File: config.mk
export PLATFORM = sky130hd
export DESIGN_NAME = seven_segment_decimal_scan_driver
export DESIGN_NICKNAME = d
export VERILOG_FILES = /design/src/sv/ssd_pkg.sv /design/src/sv/ssd_dabble.sv /design/src/sv/seven_segment_decimal_scan_driver.sv
export VERILOG_INCLUDE_DIRS = /design/src /design/src/sv
export SDC_FILE = /design/constraint.sdc
export NUM_CORES = 1
export LEC_CHECK = 0
export BUFFER_PORTS_ARGS = -buffer_cell sky130_fd_sc_hd__buf_2
export CAP_MARGIN = 15
export CELL_PAD_IN_SITES_DETAIL_PLACEMENT = 0
export CELL_PAD_IN_SITES_GLOBAL_PLACEMENT = 1
export CORE_MARGIN = 2
export CORE_UTILIZATION = 45
export DETAILED_ROUTE_END_ITERATION = 10
export PLACE_DENSITY = 0.76
export REMOVE_ABC_BUFFERS = 1
export SETUP_SLACK_MARGIN = 0.3
export SLEW_MARGIN = 25
export SYNTH_ARGS = -nofsm -noshare
export SYNTH_HDL_FRONTEND = slang
export SYNTH_SLANG_ARGS = --single-unit
File: constraint.sdc
create_clock -name clk -period 3.38 [get_ports clk]
set_input_delay 0.338 -clock clk [delete_from_list [all_inputs] [get_ports clk]]
set_output_delay 0.338 -clock clk [all_outputs]
set_load 0.05 [all_outputs]
File: src/sv/seven_segment_decimal_scan_driver_assert.svh
// ---------------------------------------------------------------------------
// Assertion macros for the seven-segment scan driver
// Concurrent checks that compile away when ASSERT_OFF is defined.
// ---------------------------------------------------------------------------
`ifndef SEVEN_SEGMENT_DECIMAL_SCAN_DRIVER_ASSERT_SVH
`define SEVEN_SEGMENT_DECIMAL_SCAN_DRIVER_ASSERT_SVH

`ifndef ASSERT_OFF
`define SSD_ASSERT_SAME(label, clk, rst_n, ante, cons, msg) \
    label: assert property (@(posedge clk) disable iff (!rst_n) (ante) |-> (cons)) \
        else $error(msg);
`define SSD_ASSERT_NEXT(label, clk, rst_n, ante, cons, msg) \
    label: assert property (@(posedge clk) disable iff (!rst_n) (ante) |=> (cons)) \
        else $error(msg);
`else
`define SSD_ASSERT_SAME(label, clk, rst_n, ante, cons, msg)
`define SSD_ASSERT_NEXT(label, clk, rst_n, ante, cons, msg)
`endif

`endif

File: src/sv/ssd_pkg.sv
// ---------------------------------------------------------------------------
// ssd_pkg
// Shared widths, control structs and the segment encoding table.
// ---------------------------------------------------------------------------
package ssd_pkg;

    localparam int VALUE_W = 27;
    localparam int SEG_W   = 8;
    localparam int SEL_W   = 3;
    localparam int DIGIT_W = 4;
    localparam int S_DATA_W = 32;
    localparam int M_DATA_W = 16;

    localparam longint VALUE_MAX = (64'd1 << VALUE_W) - 64'd1;

    localparam logic KIND_LOAD = 1'b0;
    localparam logic KIND_TICK = 1'b1;

    typedef struct packed {
        logic start;
    } ssd_conv_req_t;

    typedef struct packed {
        logic busy;
        logic done;
    } ssd_conv_stat_t;

    // largest value the display shows for n digits
    function automatic logic [VALUE_W-1:0] ssd_sat_limit(input int n);
        longint lim;
        lim = 1;
        for (int k = 0; k < n; k++)
        begin
            lim = lim * 10;
            if (lim > VALUE_MAX + 1)
            begin
                return VALUE_W'(VALUE_MAX);
            end
        end
        return VALUE_W'(lim - 1);
    endfunction

    // decimal digits needed for a limit
    function automatic int ssd_dec_digits(input longint lim);
        int     d;
        longint p;
        d = 1;
        p = 10;
        while (p <= lim)
        begin
            p = p * 10;
            d = d + 1;
        end
        return d;
    endfunction

    function automatic logic [SEG_W-1:0] ssd_seg(input logic [DIGIT_W-1:0] digit);
        logic [SEG_W-1:0] seg;
        unique case (digit)
            4'd0:    seg = 8'h3F;
            4'd1:    seg = 8'h06;
            4'd2:    seg = 8'h5B;
            4'd3:    seg = 8'h4F;
            4'd4:    seg = 8'h66;
            4'd5:    seg = 8'h6D;
            4'd6:    seg = 8'h7D;
            4'd7:    seg = 8'h07;
            4'd8:    seg = 8'h7F;
            4'd9:    seg = 8'h6F;
            default: seg = 8'h00;
        endcase
        return seg;
    endfunction

endpackage

File: src/sv/ssd_dabble.sv
// ---------------------------------------------------------------------------
// ssd_dabble
// Bit-serial binary to BCD converter (shift and add-3), one bit per cycle.
// ---------------------------------------------------------------------------
module ssd_dabble #(
    parameter int BCD_DIGITS = 8
) (
    input  logic                                  clk,
    input  logic                                  rst_n,
    input  ssd_pkg::ssd_conv_req_t                req,
    input  logic [ssd_pkg::VALUE_W-1:0]           value,
    output ssd_pkg::ssd_conv_stat_t               stat,
    output logic [BCD_DIGITS*ssd_pkg::DIGIT_W-1:0] bcd
);
    import ssd_pkg::*;

    localparam int BCD_W = BCD_DIGITS * DIGIT_W;
    localparam int CNT_W = $clog2(VALUE_W + 1);

    logic [VALUE_W-1:0] bin_reg, bin_next;
    logic [BCD_W-1:0]   bcd_reg, bcd_next;
    logic [BCD_W-1:0]   bcd_adj;
    logic [CNT_W-1:0]   cnt_reg, cnt_next;
    logic               busy_reg, busy_next;
    logic               done_reg, done_next;

    always_comb
    begin
        for (int i = 0; i < BCD_DIGITS; i++)
        begin
            if (bcd_reg[i*DIGIT_W +: DIGIT_W] >= 4'd5)
            begin
                bcd_adj[i*DIGIT_W +: DIGIT_W] = bcd_reg[i*DIGIT_W +: DIGIT_W] + 4'd3;
            end
            else
            begin
                bcd_adj[i*DIGIT_W +: DIGIT_W] = bcd_reg[i*DIGIT_W +: DIGIT_W];
            end
        end
    end

    always_comb
    begin
        bin_next  = bin_reg;
        bcd_next  = bcd_reg;
        cnt_next  = cnt_reg;
        busy_next = busy_reg;
        done_next = 1'b0;
        if (req.start)
        begin
            bin_next  = value;
            bcd_next  = '0;
            cnt_next  = CNT_W'(VALUE_W);
            busy_next = 1'b1;
        end
        else if (busy_reg)
        begin
            bin_next = {bin_reg[VALUE_W-2:0], 1'b0};
            bcd_next = {bcd_adj[BCD_W-2:0], bin_reg[VALUE_W-1]};
            cnt_next = cnt_reg - CNT_W'(1);
            if (cnt_reg == CNT_W'(1))
            begin
                busy_next = 1'b0;
                done_next = 1'b1;
            end
        end
    end

    always_ff @(posedge clk or negedge rst_n)
    begin
        if (!rst_n)
        begin
            cnt_reg  <= '0;
            busy_reg <= 1'b0;
            done_reg <= 1'b0;
        end
        else
        begin
            cnt_reg  <= cnt_next;
            busy_reg <= busy_next;
            done_reg <= done_next;
        end
    end

    always_ff @(posedge clk)
    begin
        bin_reg <= bin_next;
        bcd_reg <= bcd_next;
    end

    assign stat.busy = busy_reg;
    assign stat.done = done_reg;
    assign bcd       = bcd_reg;

endmodule

File: src/sv/seven_segment_decimal_scan_driver.sv
// ---------------------------------------------------------------------------
// seven_segment_decimal_scan_driver
// Multiplexed seven-segment driver: loads a number as blanked decimal
// segment patterns and scans one digit per tick.
// ---------------------------------------------------------------------------
//  channel  dir  tdata                            tuser
//  s_axis   in   [26:0] value                     kind (0 load, 1 tick)
//  m_axis   out  [7:0] segments, [10:8] select    -
//
//  Tick beat: the scan position steps and the emit state then registers the drive.
//  Load beat: bit-serial shift/add-3 conversion of the 27-bit value, then the
//  digits are taken, one pattern is written per digit and the drive goes into
//  the output register. A held result stalls the emit.
//  One item in flight; s_tready is high whenever idle, even with a result
//  still held on m_axis. Reset blanks all digits and sets scan position 0.
// ---------------------------------------------------------------------------
`include "seven_segment_decimal_scan_driver_assert.svh"

module seven_segment_decimal_scan_driver #(
    parameter int DIGIT_COUNT = 8
) (
    input  logic                           clk,
    input  logic                           rst_n,
    input  logic                           s_tvalid,
    output logic                           s_tready,
    input  logic [ssd_pkg::S_DATA_W-1:0]   s_tdata,   // [26:0] value
    input  logic                           s_tuser,   // [0] kind
    output logic                           m_tvalid,
    input  logic                           m_tready,
    output logic [ssd_pkg::M_DATA_W-1:0]   m_tdata    // [7:0] segments, [10:8] digit_select
);
    import ssd_pkg::*;

    localparam logic [VALUE_W-1:0] LIMIT = ssd_sat_limit(DIGIT_COUNT);
    localparam int BCD_DIGITS = ssd_dec_digits(longint'(LIMIT));
    localparam int BCD_W      = BCD_DIGITS * DIGIT_W;
    localparam int POS_W      = (DIGIT_COUNT > 1) ? $clog2(DIGIT_COUNT) : 1;
    localparam int CMP_W      = POS_W + 1;
    localparam logic [POS_W-1:0] LAST_POS = POS_W'(DIGIT_COUNT - 1);

    typedef enum logic [1:0] {
        ST_IDLE,
        ST_CONV,
        ST_WRITE,
        ST_EMIT
    } state_t;

    state_t             state_reg, state_next;
    logic [POS_W-1:0]   scan_reg, scan_next;
    logic [SEG_W-1:0]   pat_reg [DIGIT_COUNT];
    logic [SEG_W-1:0]   pat_next [DIGIT_COUNT];
    logic [BCD_W-1:0]   bcd_sh_reg, bcd_sh_next;
    logic [POS_W-1:0]   wpos_reg, wpos_next;
    logic               seen_reg, seen_next;
    logic               m_valid_reg, m_valid_next;
    logic [M_DATA_W-1:0] m_data_reg, m_data_next;

    ssd_conv_req_t      conv_req;
    ssd_conv_stat_t     conv_stat;
    logic [BCD_W-1:0]   conv_bcd;
    logic [VALUE_W-1:0] in_value;
    logic [VALUE_W-1:0] sat_value;
    logic               accept;
    logic [DIGIT_W-1:0] wdigit;
    logic               wdigit_live;
    logic               seen_now;
    logic [POS_W-1:0]   sel_diff;

    assign in_value  = s_tdata[VALUE_W-1:0];
    assign sat_value = (in_value > LIMIT) ? LIMIT : in_value;
    assign s_tready  = (state_reg == ST_IDLE);
    assign accept    = s_tvalid && s_tready;
    assign conv_req.start = accept && (s_tuser == KIND_LOAD);

    ssd_dabble #(
        .BCD_DIGITS (BCD_DIGITS)
    ) u_dabble (
        .clk   (clk),
        .rst_n (rst_n),
        .req   (conv_req),
        .value (sat_value),
        .stat  (conv_stat),
        .bcd   (conv_bcd)
    );

    assign wdigit_live = (CMP_W'(wpos_reg) < CMP_W'(BCD_DIGITS));
    assign wdigit      = wdigit_live ? bcd_sh_reg[BCD_W-1 -: DIGIT_W] : '0;
    assign seen_now    = seen_reg || (wdigit != '0);
    assign sel_diff    = LAST_POS - scan_reg;

    always_comb
    begin
        state_next   = state_reg;
        scan_next    = scan_reg;
        pat_next     = pat_reg;
        bcd_sh_next  = bcd_sh_reg;
        wpos_next    = wpos_reg;
        seen_next    = seen_reg;
        m_valid_next = m_valid_reg && !m_tready;
        m_data_next  = m_data_reg;
        unique case (state_reg)
            ST_IDLE:
            begin
                if (accept)
                begin
                    if (s_tuser == KIND_TICK)
                    begin
                        scan_next  = (scan_reg == LAST_POS) ? '0 : scan_reg + POS_W'(1);
                        state_next = ST_EMIT;
                    end
                    else
                    begin
                        state_next = ST_CONV;
                    end
                end
            end
            ST_CONV:
            begin
                if (conv_stat.done)
                begin
                    bcd_sh_next = conv_bcd;
                    wpos_next   = LAST_POS;
                    seen_next   = 1'b0;
                    state_next  = ST_WRITE;
                end
            end
            ST_WRITE:
            begin
                if (wdigit_live)
                begin
                    bcd_sh_next = {bcd_sh_reg[BCD_W-DIGIT_W-1:0], {DIGIT_W{1'b0}}};
                end
                seen_next = seen_now;
                pat_next[wpos_reg] = (seen_now || (wpos_reg == '0)) ? ssd_seg(wdigit) : '0;
                if (wpos_reg == '0)
                begin
                    state_next = ST_EMIT;
                end
                else
                begin
                    wpos_next = wpos_reg - POS_W'(1);
                end
            end
            ST_EMIT:
            begin
                if (!m_valid_reg || m_tready)
                begin
                    m_valid_next = 1'b1;
                    m_data_next  = {{(M_DATA_W-SEG_W-SEL_W){1'b0}}, SEL_W'(sel_diff),
                                    pat_reg[scan_reg]};
                    state_next   = ST_IDLE;
                end
            end
            default:
            begin
                state_next = ST_IDLE;
            end
        endcase
    end

    always_ff @(posedge clk or negedge rst_n)
    begin
        if (!rst_n)
        begin
            state_reg   <= ST_IDLE;
            scan_reg    <= '0;
            wpos_reg    <= '0;
            seen_reg    <= 1'b0;
            m_valid_reg <= 1'b0;
            for (int i = 0; i < DIGIT_COUNT; i++)
            begin
                pat_reg[i] <= '0;
            end
        end
        else
        begin
            state_reg   <= state_next;
            scan_reg    <= scan_next;
            wpos_reg    <= wpos_next;
            seen_reg    <= seen_next;
            m_valid_reg <= m_valid_next;
            pat_reg     <= pat_next;
        end
    end

    always_ff @(posedge clk)
    begin
        bcd_sh_reg <= bcd_sh_next;
        m_data_reg <= m_data_next;
    end

    assign m_tvalid = m_valid_reg;
    assign m_tdata  = m_data_reg;

    `SSD_ASSERT_NEXT(a_load_blocks, clk, rst_n, accept && (s_tuser == KIND_LOAD), !s_tready, "load beat did not start conversion")
    `SSD_ASSERT_NEXT(a_tick_emits, clk, rst_n, accept && (s_tuser == KIND_TICK), state_reg == ST_EMIT, "tick beat did not go to emit")
    `SSD_ASSERT_SAME(a_done_in_conv, clk, rst_n, conv_stat.done, state_reg == ST_CONV, "conversion finished outside conversion state")
    `SSD_ASSERT_SAME(a_scan_range, clk, rst_n, 1'b1, CMP_W'(scan_reg) < CMP_W'(DIGIT_COUNT), "scan position out of range")

endmodule

* Word-level counts from Yosys, hierarchy flattened *
Memory sizes are Yosys's and may differ from the RTL's. A register that Yosys moved wholly into a read port is not among the register bits.
Index checks and enable logic that the tools add are counted.

cells by class
  mux-type cells = 44
  reductions and logical operators = 19
  equality and inequality tests = 10
  add/subtract/negate cells = 12
  bitwise operators = 3
  order comparisons = 12

operator list
  operator                count
  $mux W27                3
  $bwmux W64              1
  $pmux W32 S2            1
  $mux W8                 5
  $ge A4 B3 Y1 const B    8
  $mux W32                1
  $mux W4                 8
  $add A4 B2 Y4 const B   7
  $gt A27 B27 Y1 const B  1
  $bmux W8 S3             1
  $demux W8 S3            1
  $mux W3                 4
  $mux W2                 5
  $mux W5                 2
  $mux W1                 9
  $ge A4 B4 Y1 const B    2
  $not A3 Y4              2
  $pmux W2 S4             1
  $ne A2 B2 Y1 const B    3
  $pmux W3 S2             1
  $reduce_and A3 Y1       2
  $eq A5 B1 Y1 const B    1
  $sub A5 B1 Y5 const B   1
  $eq A2 B2 Y1 const B    2
  other kinds (19)        28

storage, ports and cells
  memory bits (read-only) = 112
  bits in registers = 183
  output and inout port bits = 18
  memories kept = 1

memories
  name             depth  bits a word  rd ports  clocked after Yosys merged registers in  wr ports  RTL line       source
  (no name shown)  16     7            1         1                                        0         ssd_pkg.sv:59  unique case (digit)

* Logic depth before layout (Yosys ltp) *
  depth after elaboration = 6
  mapped depth = 11
  depth with buffers taken out = 10

* Modules after synthesis *
A second synthesis with hierarchy kept.

unflattened totals
  cells, all modules = 794
  area total of the unflattened synthesis = 9,123.8 sq um

by module, submodules not included
  module                             area each (sq um)  times used  cells an instance
  seven_segment_decimal_scan_driver  5,724.2            1           473
  ssd_dabble                         3,399.5            1           321

* Worst setup path before layout *
OpenSTA, ideal clock, no wires.

  kind = flip-flop to flip-flop
  start = reg state_reg[0]
  end = reg u_dabble.bin_reg[0] (enable)
  cell stages (with the launch flop) = 8
  data arrival time = 2.415 ns
  path buffers = 2
  setup time = 0.384 ns
  path slack = 0.581 ns
  data required time = 2.996 ns
  cell sequence = dfrtp_1 > inv_1 > ha_1 > nand2_1 > or2_2 > clkbuf_1 > clkbuf_1 > nand2_1

on the way
  word-level cells in the longest chain between the ends = 4

RTL lines
  element                              RTL line                                  source
  start, declared                      seven_segment_decimal_scan_driver.sv:48   state_t state_reg, state_next;
  start signal, assigned               seven_segment_decimal_scan_driver.sv:177  state_reg <= state_next;
  $logic_not A2 Y1                     seven_segment_decimal_scan_driver.sv:71   assign s_tready = (state_reg == ST_IDLE);
  via s_tready                         seven_segment_decimal_scan_driver.sv:25   output logic s_tready,
  $logic_and A1 B1 Y1                  seven_segment_decimal_scan_driver.sv:72   assign accept = s_tvalid && s_tready;
  $logic_and A1 B1 Y1                  seven_segment_decimal_scan_driver.sv:73   assign conv_req.start = accept && (s_tuser == KIND_LOAD);
  $reduce_bool A2 Y1 (no source line)  --
  end signal, assigned                 ssd_dabble.sv:87                          bin_reg <= bin_next;
  end, declared                        ssd_dabble.sv:20                          logic [VALUE_W-1:0] bin_reg, bin_next;

The timed path passes the listed nets, and every way through them passes these cells.
A chain may end at the register's enable or synchronous reset.

==> impl_results.md <==
* Via density at about 5.0
* Worst-path clk slew at roughly 0.060 ns
* DR vias at approximately 5,600
* Hpwl dp at slightly above 10 mm
* Met3 GRT Util at 0.03832
* Resize count post-CTS at 0
* Fin crit period at 2.434 ns
* Crit Path Max Fanout at 38
* Ys Warns at 0
* # clock sinks at approximately 180
* Grt met1 use at 0.2247
* Post-route setup slack at around 0.95 ns
* Initial antenna violation count at 0
* Required time of the critical path at ~3.7 ns
* Tot GR Track Use at 0.1632
* TritonCTS buffer count at 17
* CORE AREA at 19,330 sq um
* Hold path startpoint: m_tready
* Clock buffer depth at 2
* Pwr per Cell Area at approximately 950 nW/um^2
* First-pass detailed-route iteration total at 4
* Fillers at about 1,800
* Syn Inst Count at 829
* Fin crit share at 0.7200
* RSZ-0062 raised after global routing: false
* Die Footprint at slightly above 20,000 sq um
* Vias in the first global route at ~5,500
* Fin cells at 1,138
* Critical Path End Type: flip-flop
* Row Count at 51
* Sequential share of the synthesized area at 0.5327
* Fmax at just over 400 MHz
* Post-synth ARST share at 0.4033
* Most Used Layer, Global Route: met2
* Die Ht at 143.7 um
* DP Area at roughly 9200 sq um
* Die Wd at 143.7 um
* H-tree depth at 4
* Total grt overflow at 0
* Root cell of the clock tree: clkbuf_16
* Final Slew Violations at 0
* Final ANT Viol Nets at 0
* GRT met2 Usage at 0.2644
* #FFs+latches synth at around 180
* WL final at 15.73 mm
* EDFF count, synth at 69
* Final core occ at 0.5072
* Insertion delay to the later sink of the worst-skew pair at 0.43 ns
* Area Growth Syn to Fin at 11.64%
* Peak VDD IR at approximately 0.40 mV
* # IOs at 55
* Post-Syn Area per Cell at between 10 and 15 sq um
* CP startpoint kind: flip-flop
* Iter 0 DRT Violations at 210
* Leak at slightly above 4 nW
* Max reg flops at 56
* Fin nets at 929
* Post-Place Setup Slack at around 0.94 ns
* DR WL/cell at 13.83 um
* Netlist Area Pre-Place at 8785 sq um
* Measured slew at the worst slew-check pin at a little over 0.8 ns
* First-pass GRT wire length at between 20 and 30 mm
* Clock Skews at 0.01599 ns
* Setup violators final at 0
* N_diodes at 0
* Largest net degree at the start of global routing at 74
* Share of cells above drive strength 1 at 0.2062
* Reg2reg setup slack at between 0.9 and 1 ns
* Critical path class: reg2reg
* Placed Cells at around 1,100
* Status: completed
* DR DRC count at 0
* Final Hold Fails at 0
* Final instance area at a little under 10,000 sq um
* R2R depth at 8
* Max_slew headroom at 0.4545
* Final GP Congestion at approximately 0.73
* Initial Utilization at 0.4543
* Buffers on Ports at 43
* Hold Path Class: in2reg
* Hold Path Sink: m_tvalid
* Synth cell types at 47
* CTS tree: yes
* WHS Path Cells at 3
* Setup TNS at 0 ns
* Synth Flop Type: dfrtp_1
* R2r startpoint: state_reg[0]
* Max-cap violations at 0
* Worst path arrival time at about 2.8 ns
-- what timing repair did --
item | in CTS | in global routing
buffers inserted | 0 | 0
endpoints found under the hold margin | 0 | 60
hold buffers | 0 | 1
-- metal layers --
metal,vias up,routed length [um]
li1,2904,-
met1,2679,7540
met2,59,7725
met3,7,377
met4,0,89
met5,-,0
-- power by group --
part / internal (mW) / leakage (nW) / switching, mW
Combinational: 1.40 / 2.04 / 2.09
Clock: 1.12 / 0.293 / 0.860
Sequential: 3.32 / 1.77 / 0.526
-- Yosys cell counts, types with 2 or more instances --
library cell | count | area [sq um]
a21o_1 | 8 | 60.06
a21oi_1 | 42 | 210.2
and2_1 | 5 | 31.28
buf_1 | 9 | 33.78
buf_2 | 10 | 50.05
buf_4 | 6 | 45.04
clkbuf_1 | 19 | 71.32
clkinv_1 | 2 | 7.510
dfrtp_1 | 73 | 1827
dfxtp_1 | 39 | 780.8
edfxtp_1 | 69 | 2072
ha_1 | 32 | 400.4
inv_1 | 32 | 120.1
mux2_2 | 14 | 157.7
mux2_4 | 2 | 30.03
mux2i_1 | 16 | 160.2
mux4_2 | 14 | 315.3
nand2_1 | 185 | 694.4
nand2_8 | 7 | 140.1
nand2b_1 | 14 | 87.58
nand3_1 | 21 | 105.1
nand4_1 | 2 | 12.51
nor2_1 | 43 | 161.4
nor2b_1 | 5 | 31.28
nor3_1 | 4 | 20.02
nor4_1 | 2 | 12.51
o211ai_1 | 7 | 52.55
o21ai_0 | 52 | 260.3
o21ai_1 | 4 | 20.02
o21ai_2 | 56 | 490.5
o31ai_1 | 2 | 15.01
xnor2_1 | 18 | 157.7
-- how the worst max path moves through the flow --
stage,cells past startpoint,startpoint,slack (ns),end
after floorplan,7,state_reg[0],-0.17,u_dabble.bin_reg[10]
after detailed placement,8,state_reg[0],0.94,flip-flop
after global routing,7,state_reg[0],0.69,pat_reg[19]
after global placement,8,state_reg[0],0.96,flip-flop
after CTS,8,state_reg[0],0.92,flip-flop
final,8,state_reg[0],0.95,flip-flop
-- cell type report --
type	count	area, sq um	area share
Sequential cell	181	4679	0.4772
Tap cell	265	331.6	0.03381
Multi-Input combinational cell	573	3775	0.3849
Clock buffer	22	486.7	0.04963
Timing Repair Buffer	53	299.0	0.03049
Inverter	34	127.6	0.01301
Clock inverter	10	107.6	0.01097
-- metrics by stage --
step	power [mW]	hold WS [ns]
3_5_place_dp	7.449	0.4627
4_1_cts	9.470	0.08066
2_1_floorplan	6.562	0.04241
6_report	9.327	0.2205
3_3_place_gp	7.361	0.4545
5_1_grt	10.09	0.2169
-- cells in the final DEF, fill, tap and decap left out, drive strengths merged, types with 5 or more instances in the layout --
cell type / n
xnor2: 18
edfxtp: 69
a21o: 8
dfxtp: 39
nand2: 192
nand3: 21
clkinv: 5
conb: 6
o211ai: 7
clkbuf: 22
dfrtp: 73
mux4: 14
mux2i: 17
buf: 52
inv: 38
nor2: 43
nor2b: 5
nand2b: 14
a21oi: 42
mux2: 16
o21ai: 112
and2: 5
ha: 32
-- cells by family after synthesis --
kind of cell / after synthesis / share of synthesized area
flip-flops: 181 / 0.5327
other: 1 / 0.0004269
AND/OR/NAND/NOR: 294 / 0.1528
XOR/XNOR: 19 / 0.01894
buffers and inverters: 80 / 0.04088
multiplexers: 47 / 0.07805
adder cells (fa/ha/maj): 32 / 0.04558
AO/OA/AOI/OAI: 175 / 0.1306
-- worst max-delay path, stage by stage, from the launching register on --
cell and delay, ns:
dfrtp_1 0.40, inv_1 0.11, ha_2 0.33, mux2_4 0.23, buf_4 0.44, mux2i_4 0.43, and2_1 0.19, nor2_1 0.06
a31oi_1 0.15
(Power assumes the default switching activity.)
